### src/bdl_pkg.sv
// Shared types and constants for the button debouncer.
// Register indexes, reset values and the structs passed between modules.
// No dependencies.
package bdl_pkg;

  localparam int unsigned TimeW = 32;
  localparam int unsigned CfgW  = 16;
  localparam int unsigned IdxW  = 2;

  // Register indexes on the configuration port
  localparam logic [IdxW-1:0] CFG_DEBOUNCE     = 2'd0;
  localparam logic [IdxW-1:0] CFG_LONG_PRESS   = 2'd1;
  localparam logic [IdxW-1:0] CFG_DOUBLE_CLICK = 2'd2;
  localparam logic [IdxW-1:0] CFG_ACTIVE_LEVEL = 2'd3;

  // Register reset values
  localparam logic [CfgW-1:0] DEBOUNCE_RST     = 16'd5;
  localparam logic [CfgW-1:0] LONG_PRESS_RST   = 16'd500;
  localparam logic [CfgW-1:0] DOUBLE_CLICK_RST = 16'd200;
  localparam logic            ACTIVE_LEVEL_RST = 1'b0;

  typedef struct packed {
    logic [CfgW-1:0] debounce_ms;
    logic [CfgW-1:0] long_press_ms;
    logic [CfgW-1:0] double_click_ms;
    logic            active_level;
  } cfg_t;

  typedef struct packed {
    logic             last_raw;
    logic             stable_level;
    logic [TimeW-1:0] stable_since;
    logic [TimeW-1:0] last_release_time;
    logic             long_flag;
    logic             double_flag;
    logic             press_reported;
    logic             release_reported;
  } state_t;

  localparam state_t STATE_RST = '{
    last_raw:          1'b1,
    stable_level:      1'b1,
    stable_since:      '0,
    last_release_time: '0,
    long_flag:         1'b0,
    double_flag:       1'b0,
    press_reported:    1'b0,
    release_reported:  1'b0
  };

  typedef struct packed {
    logic changed;
    logic pressed;
    logic long_pressed;
    logic just_pressed;
    logic just_released;
    logic double_clicked;
  } result_t;

endpackage

### src/button_debounce_long_double_click_core.sv
// Button debouncer with long-press and double-click detection, top level.
// Instantiates bdl_cfg and bdl_step; depends on bdl_pkg.
//
// Usage:
//   Input channel: one transaction per switch sample, carrying the raw pin
//   level and a free-running millisecond timestamp (wraps modulo 2^32).
//   Output channel: one transaction per sample with changed, pressed,
//   long_pressed and the one-shot just_pressed, just_released and
//   double_clicked events.
//   A sample is taken into an input register, evaluated against the stored
//   debouncer state by a single pass of short logic (two 32-bit subtracts and
//   three compares), and its result lands in an output register. Throughput
//   is one transaction per cycle while the output is not stalled.
//   When the receiver stalls, hold the result; the input register still takes
//   a new sample while the result register is free or being drained, and the
//   input stall rises only when both are full and the output is stalled.
//   Reset: the configuration returns to debounce 5 ms, long press 500 ms,
//   double click 200 ms, active low; the stored levels read released, all
//   flags clear, so the first result reports just_released.
//   Write configuration only while no transaction is in flight.
module button_debounce_long_double_click_core
  import bdl_pkg::*;
(
  input  logic             clk_i,
  input  logic             rst_ni,
  // configuration write port
  input  logic             cfg_we_i,
  input  logic [IdxW-1:0]  cfg_index_i,
  input  logic [CfgW-1:0]  cfg_data_i,
  // sample channel
  input  logic             in_valid_i,
  output logic             in_stall_o,
  input  logic             raw_level_i,
  input  logic [TimeW-1:0] time_ms_i,
  // result channel
  output logic             out_valid_o,
  input  logic             out_stall_i,
  output logic             changed_o,
  output logic             pressed_o,
  output logic             long_pressed_o,
  output logic             just_pressed_o,
  output logic             just_released_o,
  output logic             double_clicked_o
);

  cfg_t             cfg;
  state_t           state_q, state_d;
  result_t          res_d, res_q;
  logic             in_vld_q;
  logic             raw_q;
  logic [TimeW-1:0] time_q;
  logic             out_vld_q;
  logic             out_free;
  logic             fire;
  logic             in_take;

  bdl_cfg u_cfg (
    .clk_i       (clk_i),
    .rst_ni      (rst_ni),
    .cfg_we_i    (cfg_we_i),
    .cfg_index_i (cfg_index_i),
    .cfg_data_i  (cfg_data_i),
    .cfg_o       (cfg)
  );

  bdl_step u_step (
    .cfg_i       (cfg),
    .state_i     (state_q),
    .raw_level_i (raw_q),
    .time_ms_i   (time_q),
    .state_o     (state_d),
    .result_o    (res_d)
  );

  // Result register can load when empty or being drained this cycle
  assign out_free   = !out_vld_q || !out_stall_i;
  assign fire       = in_vld_q && out_free;
  assign in_stall_o = in_vld_q && !out_free;
  assign in_take    = in_valid_i && !in_stall_o;

  always_ff @(posedge clk_i or negedge rst_ni) begin
    if (!rst_ni) begin
      in_vld_q  <= 1'b0;
      out_vld_q <= 1'b0;
      state_q   <= STATE_RST;
    end else begin
      if (in_take) begin
        in_vld_q <= 1'b1;
      end else if (fire) begin
        in_vld_q <= 1'b0;
      end
      if (out_free) begin
        out_vld_q <= fire;
      end
      // advance the debouncer state only when the sample is evaluated
      if (fire) begin
        state_q <= state_d;
      end
    end
  end

  // Payload registers, no reset needed
  always_ff @(posedge clk_i) begin
    if (in_take) begin
      raw_q  <= raw_level_i;
      time_q <= time_ms_i;
    end
    if (fire) begin
      res_q <= res_d;
    end
  end

  assign out_valid_o      = out_vld_q;
  assign changed_o        = res_q.changed;
  assign pressed_o        = res_q.pressed;
  assign long_pressed_o   = res_q.long_pressed;
  assign just_pressed_o   = res_q.just_pressed;
  assign just_released_o  = res_q.just_released;
  assign double_clicked_o = res_q.double_clicked;

endmodule

### src/bdl_cfg.sv
// Configuration register file for the button debouncer.
// Depends on bdl_pkg for the register indexes, reset values and cfg_t.
module bdl_cfg
  import bdl_pkg::*;
(
  input  logic            clk_i,
  input  logic            rst_ni,
  input  logic            cfg_we_i,
  input  logic [IdxW-1:0] cfg_index_i,
  input  logic [CfgW-1:0] cfg_data_i,
  output cfg_t            cfg_o
);

  cfg_t cfg_q;

  always_ff @(posedge clk_i or negedge rst_ni) begin
    if (!rst_ni) begin
      cfg_q.debounce_ms     <= DEBOUNCE_RST;
      cfg_q.long_press_ms   <= LONG_PRESS_RST;
      cfg_q.double_click_ms <= DOUBLE_CLICK_RST;
      cfg_q.active_level    <= ACTIVE_LEVEL_RST;
    end else if (cfg_we_i) begin
      case (cfg_index_i)
        CFG_DEBOUNCE:     cfg_q.debounce_ms     <= cfg_data_i;
        CFG_LONG_PRESS:   cfg_q.long_press_ms   <= cfg_data_i;
        CFG_DOUBLE_CLICK: cfg_q.double_click_ms <= cfg_data_i;
        CFG_ACTIVE_LEVEL: cfg_q.active_level    <= cfg_data_i[0];
        default: ;
      endcase
    end
  end

  assign cfg_o = cfg_q;

endmodule

### src/bdl_step.sv
// Combinational update for one sample: next debouncer state and the result.
// Depends on bdl_pkg for cfg_t, state_t and result_t.
module bdl_step
  import bdl_pkg::*;
(
  input  cfg_t             cfg_i,
  input  state_t           state_i,
  input  logic             raw_level_i,
  input  logic [TimeW-1:0] time_ms_i,
  output state_t           state_o,
  output result_t          result_o
);

  logic [TimeW-1:0] elapsed;
  logic [TimeW-1:0] since_release;
  logic             deb_over;
  logic             long_over;
  logic             dbl_in;
  logic             pressed;
  logic             jp;
  logic             jr;
  logic             changed;
  state_t           nxt;

  assign elapsed       = time_ms_i - state_i.stable_since;
  assign since_release = time_ms_i - state_i.last_release_time;
  assign deb_over      = elapsed > {{(TimeW-CfgW){1'b0}}, cfg_i.debounce_ms};
  assign long_over     = elapsed > {{(TimeW-CfgW){1'b0}}, cfg_i.long_press_ms};
  assign dbl_in        = since_release < {{(TimeW-CfgW){1'b0}}, cfg_i.double_click_ms};

  always_comb begin
    nxt          = state_i;
    nxt.last_raw = raw_level_i;
    changed      = 1'b0;
    if (state_i.last_raw != raw_level_i) begin
      // restart the stable timer on any raw edge
      nxt.stable_since = time_ms_i;
    end else if (state_i.stable_level != raw_level_i && deb_over) begin
      nxt.stable_level     = raw_level_i;
      nxt.long_flag        = 1'b0;
      nxt.press_reported   = 1'b0;
      nxt.release_reported = 1'b0;
      if (raw_level_i != cfg_i.active_level) begin
        nxt.double_flag       = dbl_in;
        nxt.last_release_time = time_ms_i;
      end
      changed = 1'b1;
    end else if (!state_i.long_flag && long_over) begin
      nxt.long_flag = 1'b1;
      changed       = 1'b1;
    end

    pressed = (nxt.stable_level == cfg_i.active_level);
    jp      = pressed && !nxt.press_reported;
    jr      = !pressed && !nxt.release_reported;

    result_o.changed        = changed;
    result_o.pressed        = pressed;
    result_o.long_pressed   = pressed && nxt.long_flag;
    result_o.just_pressed   = jp;
    result_o.just_released  = jr;
    result_o.double_clicked = nxt.double_flag && jr;

    // consume the one-shot queries
    if (jp) nxt.press_reported = 1'b1;
    if (jr) nxt.release_reported = 1'b1;
    if (nxt.double_flag && jr) nxt.double_flag = 1'b0;

    state_o = nxt;
  end

endmodule

### config.mk
export PLATFORM = sky130hd
export DESIGN_NAME = button_debounce_long_double_click_core
export DESIGN_NICKNAME = d
export VERILOG_FILES = /design/src/bdl_pkg.sv /design/src/button_debounce_long_double_click_core.sv /design/src/bdl_cfg.sv /design/src/bdl_step.sv
export SDC_FILE = /design/constraint.sdc
export NUM_CORES = 1
export LEC_CHECK = 0
export CORE_AREA = 5 5 146 148
export CTS_BUF_LIST = sky130_fd_sc_hd__clkbuf_4 sky130_fd_sc_hd__clkbuf_8 sky130_fd_sc_hd__clkbuf_16
export CTS_CLUSTER_DIAMETER = 80
export DETAILED_ROUTE_END_ITERATION = 7
export DIE_AREA = 0 0 151 153
export DONT_BUFFER_PORTS = 1
export PLACE_DENSITY = 0.74
export SYNTH_ARGS = -nofsm -noshare
export SYNTH_HDL_FRONTEND = slang
export SYNTH_SLANG_ARGS = --single-unit
### constraint.sdc
create_clock -name clk_i -period 4.4 [get_ports clk_i]
set_input_delay 0.44 -clock clk_i [delete_from_list [all_inputs] [get_ports clk_i]]
set_output_delay 0.44 -clock clk_i [all_outputs]
set_load 0.02 [all_outputs]
* Yosys cells after proc, flatten, opt, wreduce, memory -nomap -nowiden
Index checks and enable logic that the tools add are counted. Widths: inputs -> output; s select.
Cells by class: add/subtract/negate cells 2, multipliers 0, div/mod/pow operators 0, $lt $le $gt $ge 3, eq/ne operators 7, shift-type cells 0, mux-type cells 14, bitwise logic cells 1, reduce and logical (&&, ||, !) cells 26
Operator list (number):
- $gt 32x16->1 | 2
- $sub 32x32->32 | 2
- $lt 32x16->1 | 1
- $mux 1 | 12
- $reduce_and 2->1 | 5
- $logic_and 1x1->1 | 9
- $logic_not 1->1 | 8
- $eq 2x2->1 const B | 2
- $mux 4 | 1
- $reduce_and 4->1 | 1
- $mux 3 | 1
- $ne 1x1->1 | 3
- $eq 2x1->1 const B | 1
- $logic_not 2->1 | 1
- $reduce_bool 2->1 | 1
- $eq 1x1->1 | 1
- $logic_or 1x1->1 | 1
- $not 1->1 | 1
Word-level totals: register bits 160, latch bits 0, bits in writable memories 0, memory bits (read-only) 0, bits of input ports 56, output and inout port bits 8, word-level logic and storage cells 75, memories kept 0

* Logic depth before layout (Yosys ltp)
depth in word-level cells 10, mapped depth 25, mapped depth without buffers 25

* By module
A second synthesis with hierarchy kept.
Second synthesis, totals: cell total of the unflattened synthesis 1256, area total of the unflattened synthesis 12223.0 sq um
By module, submodules not included:
- bdl_step | times used 1, cells an instance 956, area an instance 6128.4 sq um, seq. area each 0.0 sq um
- button_debounce_long_double_click_core | times used 1, cells an instance 195, area an instance 4224.1 sq um, seq. area each 2975.4 sq um
- bdl_cfg | times used 1, cells an instance 105, area an instance 1870.5 sq um, seq. area each 1239.9 sq um

* Least setup slack after synthesis
No wires, ideal clock.
path type register -> register, start point reg state_q[36] (netlist bit), end point reg state_q[10] (netlist bit), library setup time 0.125 ns, arrival time 4.140 ns, data required time 4.275 ns, setup slack 0.135 ns, stages on the path, launching flop included 21, buffers on the path 1, clock period less this slack 4.265 ns, cells stage by stage dfrtp_1 > ha_1 > fa_1 > nor2b_1 > o2111ai_1 > a2111oi_0 > a211oi_1 > xnor2_1 > ha_1 > nand4_1 > or2_2 > nor2_1 > o21ai_0 > o211ai_1 > a31oi_1 > o21ai_0 > nor4_4 > nand2b_1 > nor2_2 > buf_6 > mux2_4
Between the ends: longest elaborated chain between the ends 4
RTL lines:
- start: declaration | line button_debounce_long_double_click_core.sv:47 | state_t state_q, state_d;
- start signal: assignment | line button_debounce_long_double_click_core.sv:97 | state_q <= state_d;
- $sub 32x32->32 | line bdl_step.sv:25 | assign elapsed = time_ms_i - state_i.stable_since;
- $gt 32x16->1 | line bdl_step.sv:27 | assign deb_over = elapsed > {{(TimeW-CfgW){1'b0}}, cfg_i.debounce_ms};
- $logic_and 1x1->1 | line bdl_step.sv:38 | end else if (state_i.stable_level != raw_level_i && deb_over) begin
- $reduce_and 4->1 (no line)
Every way passes these cells. A chain may end at the register's enable or synchronous reset.

==> summary.md <==
| Metric | Value |
|---|---|
| Pin count of the biggest net entering global routing | 122 |
| Vias in the first global route | around 9.3k |
| Commonest non-fill, non-tap cell in the layout | inv_1 |
| Area grow syn2layout | 17.5% |
| Fin Hold WS | 0.0991 ns |
| Share of post-route cells with drive strength above 1 | 24.3% |
| Yosys reg bits | 160 |
| Setup crit end kind | flop |
| Max-cap violations | 0 |
| Synth cell types | 78 |
| Metal-1 WL | 13500 um |
| Antenna Nets Post-Route | 0 |
| Clock-pin slew of the registers on the worst-case setup and hold paths | 0.07 ns |
| Slew @ Worst Pin | 0.865 ns |
| Comb pwr share | 61.7% |
| Max layer used | met4 |
| Asr flop ratio synth | between 70 and 80% |
| NetSw | 4.03 mW |
| CP max FO | 3 |
| Global Route Usage Sum | 25.6% |
| Setup Slack @ Placement | -0.741 ns |
| ANT cells | 0 |
| Violated checks | negative setup slack |
| Clk_skew | 0.0119 ns |
| Final Wtd Congestion | 0.928 |
| Critical path's largest stage delay | 0.40 ns |
| Cells after synthesis | 1196 |
| Design area | roughly 13000 um2 |
| Part of the Yosys area used for sequential elements | 36.9% |
| DR WL met3 | 1620 um |
| Crit path launch type | flop |
| Pwr Density | 709 nW/um2 |
| Per-cell routed wire length | 18.7 um |
| DP HPWL | 22000 um |
| CTS Buf Count | 17 |
| Setup violators final | 32 |
| Switching part of the total | 42.4% |
| First-pass GRT wire length | 47100 um |
| Crit Path Class | flop to flop |
| Final Total Pwr | 9.51 mW |
| Worst path slowest cell | edfxtp_1 |
| P_leak | 6.07 nW |
| Die area | 23100 um2 |
| H-tree depth | 4 |
| Reg-to-reg setup timing slack | -0.26 ns |
| Initial antenna violation count | 0 |
| Synth Warn # | 0 |
| Worst setup margin | -0.265 ns |
| First-pass detailed-route iteration total | 5 |
| GRT Residual Overflow | 0 |
| Placed instance area | around 12000 um2 |
| Status | complete, but fails checks |
| Post-Syn Area | between 10000 and 15000 um2 |
| Seq pwr share | 23.2% |
| Synth Flop Type | dfrtp_1 |
| Starting Density | between 50 and 60% |
| Initial drt markers | 659 |
| Vias per cell | 5.97 |
| Final hold violation count | 0 |
| TritonCTS clock tree | built |
| Avg Cell Area, Syn | 9.54 um2 |
| Port Buffers | 0 |
| CP Data Required Time | about 4.7 ns |
| Row cnt | 52 |
| Max Buffers Root-to-Sink | 2 |
| Net Count, Synth | ~1.4k |
| Drt drc | 0 |
| Max-slew violations | 0 |
| Worst Hold Class | input port to flop |
| Fin cells | 1577 |
| P_int | 5.48 mW |
| Final Util | 67.4% |
| Worst skew pair latency | 0.43 ns |
| Fin crit share | 106% |
| Root Buffer Master | clkbuf_16 |
| Min cycle time layout | 4.66 ns |
| Num ports | 64 |
| CTS Sinks | between 150 and 200 |
| Post-synth EDFFs | 39 |
| Core ar. | 19900 um2 |
| DP Cell Count | 1521 |
| Slew HR | a little over two fifths |
| Max VDD drop | 0.349 mV |
| Die Span Y | 153 um |
| Worst Path Arrival | 4.94 ns |
| Final wirelength | around 29000 um |
| Fillers | 1568 |
| Die Span X | 151 um |
| Routed wl met2 | 13800 um |
| Clk pwr share | 15.2% |
| Setup TNS | -3.22 ns |
| Via count | 9410 |
| Net count, final | between 1k and 1.5k |
| Max frequency | 214 MHz |
| Commonest non-fill, non-tap cells in the layout | inv_1 (125), buf_4 (110), dfrtp_1 (108) |
| RSZ-0062 raised after global routing | true |
metal layers:
layer / vias to the layer above / track usage [%]
li1: 4490 / -
met1: 4578 / 36.9
met2: 288 / 40.4
met3: 54 / 3.97
met4: 0 / 6.78
met5: - / 0
registers in the layout (all words and copies together), names as in the netlist:
name,cells
just_released_o,1
in_vld_q,1
time_q,32
u_cfg.cfg_o,49
long_pressed_o,1
raw_q,1
out_valid_o,1
changed_o,1
just_pressed_o,1
pressed_o,1
double_clicked_o,1
state_q,70
worst paths after layout:
kind	start	end	cells past startpoint
min in group asynchronous	rst_ni	state_q[7]$_DFFE_PN0P_	2
hold reg to reg	in_vld_q$_DFFE_PN0P_	out_valid_o$_DFFE_PN0P_	1
setup / recovery	time_q[0]$_DFFE_PP_	double_clicked_o$_DFFE_PP_	26
max in group asynchronous	rst_ni	out_valid_o$_DFFE_PN0P_	2
hold / removal	time_ms_i[25]	time_q[25]$_DFFE_PP_	0
setup reg to reg	time_q[0]$_DFFE_PP_	double_clicked_o$_DFFE_PP_	26
timing repair:
action	CTS	global route
setup endpoints to repair	35	42
cloned	1	1
buffers inserted	9	12
pin swaps	23	36
gates resized for setup	34	30
hold endpoints to repair	121	0
hold buffers	2	0
layout make-up:
cell class / count / area, um2 / share of cell area [%]
Clock buffer: 20 / 460 / 3.43
Clock inverter: 12 / 108 / 0.802
Inverter: 127 / 477 / 3.55
Multi-Input combinational cell: 867 / 6780 / 50.6
Sequential cell: 160 / 4220 / 31.4
Tap cell: 270 / 338 / 2.52
Timing Repair Buffer: 121 / 1030 / 7.68
power groups by stage:
stage / clock network (mW) / registers [mW] / logic (mW)
2_1_floorplan: 0 / 2.13 / 3.84
3_3_place_gp: 0 / 2.20 / 5.18
3_5_place_dp: 0 / 2.22 / 5.28
4_1_cts: 1.47 / 2.20 / 5.57
5_1_grt: 1.53 / 2.24 / 6.45
6_report: 1.44 / 2.20 / 5.86
critical path, delay by kind of cell (launching register included):
| family | cells | cell delay (ns) |
|---|---|---|
| AO/OA/AOI/OAI | 8 | 1.29 |
| XOR/XNOR | 1 | 0.13 |
| adder cells (fa/ha/maj) | 3 | 0.79 |
| buffers and inverters | 3 | 0.31 |
| flip-flops | 1 | 0.40 |
| AND/OR/NAND/NOR | 11 | 1.56 |
Yosys cell counts, types with 4 or more instances:
library cell    n  area, um2
inv_1         126        473
ha_1          109       1360
dfrtp_1       108       2700
nand2_1        99        372
a21oi_1        76        380
o21ai_0        73        365
nor2_1         68        255
mux2_2         67        754
edfxtp_1       39       1170
a21o_1         34        255
nand4_1        32        200
clkbuf_1       31        116
mux2_4         29        435
xnor2_1        26        228
nand3_1        21        105
nand2b_1       20        125
o21a_1         17        128
a211oi_1       16        120
xor2_1         14        123
dfstp_2        13        342
o211ai_1       11       82.6
nor2b_1        10       62.6
nor3_1         10       50.1
nor4_1         10       62.6
o21bai_1        9       67.6
and3_1          8       50.1
a31oi_1         7       43.8
buf_2           7       35.0
or2_2           6       37.5
o31ai_1         5       37.5
a2111oi_0       4       35.0
a21boi_0        4       30.0
and2_1          4       25.0
buf_6           4       45.0
mux2i_1         4       40.0
o21ai_1         4       20.0
logic make-up (layout without fill, tap and decap cells):
logic type,count (synthesis),after routing,synth area share (%)
flip-flops,160,160,36.9
AO/OA/AOI/OAI,306,306,17.6
buffers and inverters,169,280,5.90
multiplexers,100,100,10.8
XOR/XNOR,40,40,3.07
adder cells (fa/ha/maj),111,111,12.3
AND/OR/NAND/NOR,310,310,13.5
Note: power is estimated with default switching activity, not from simulation.
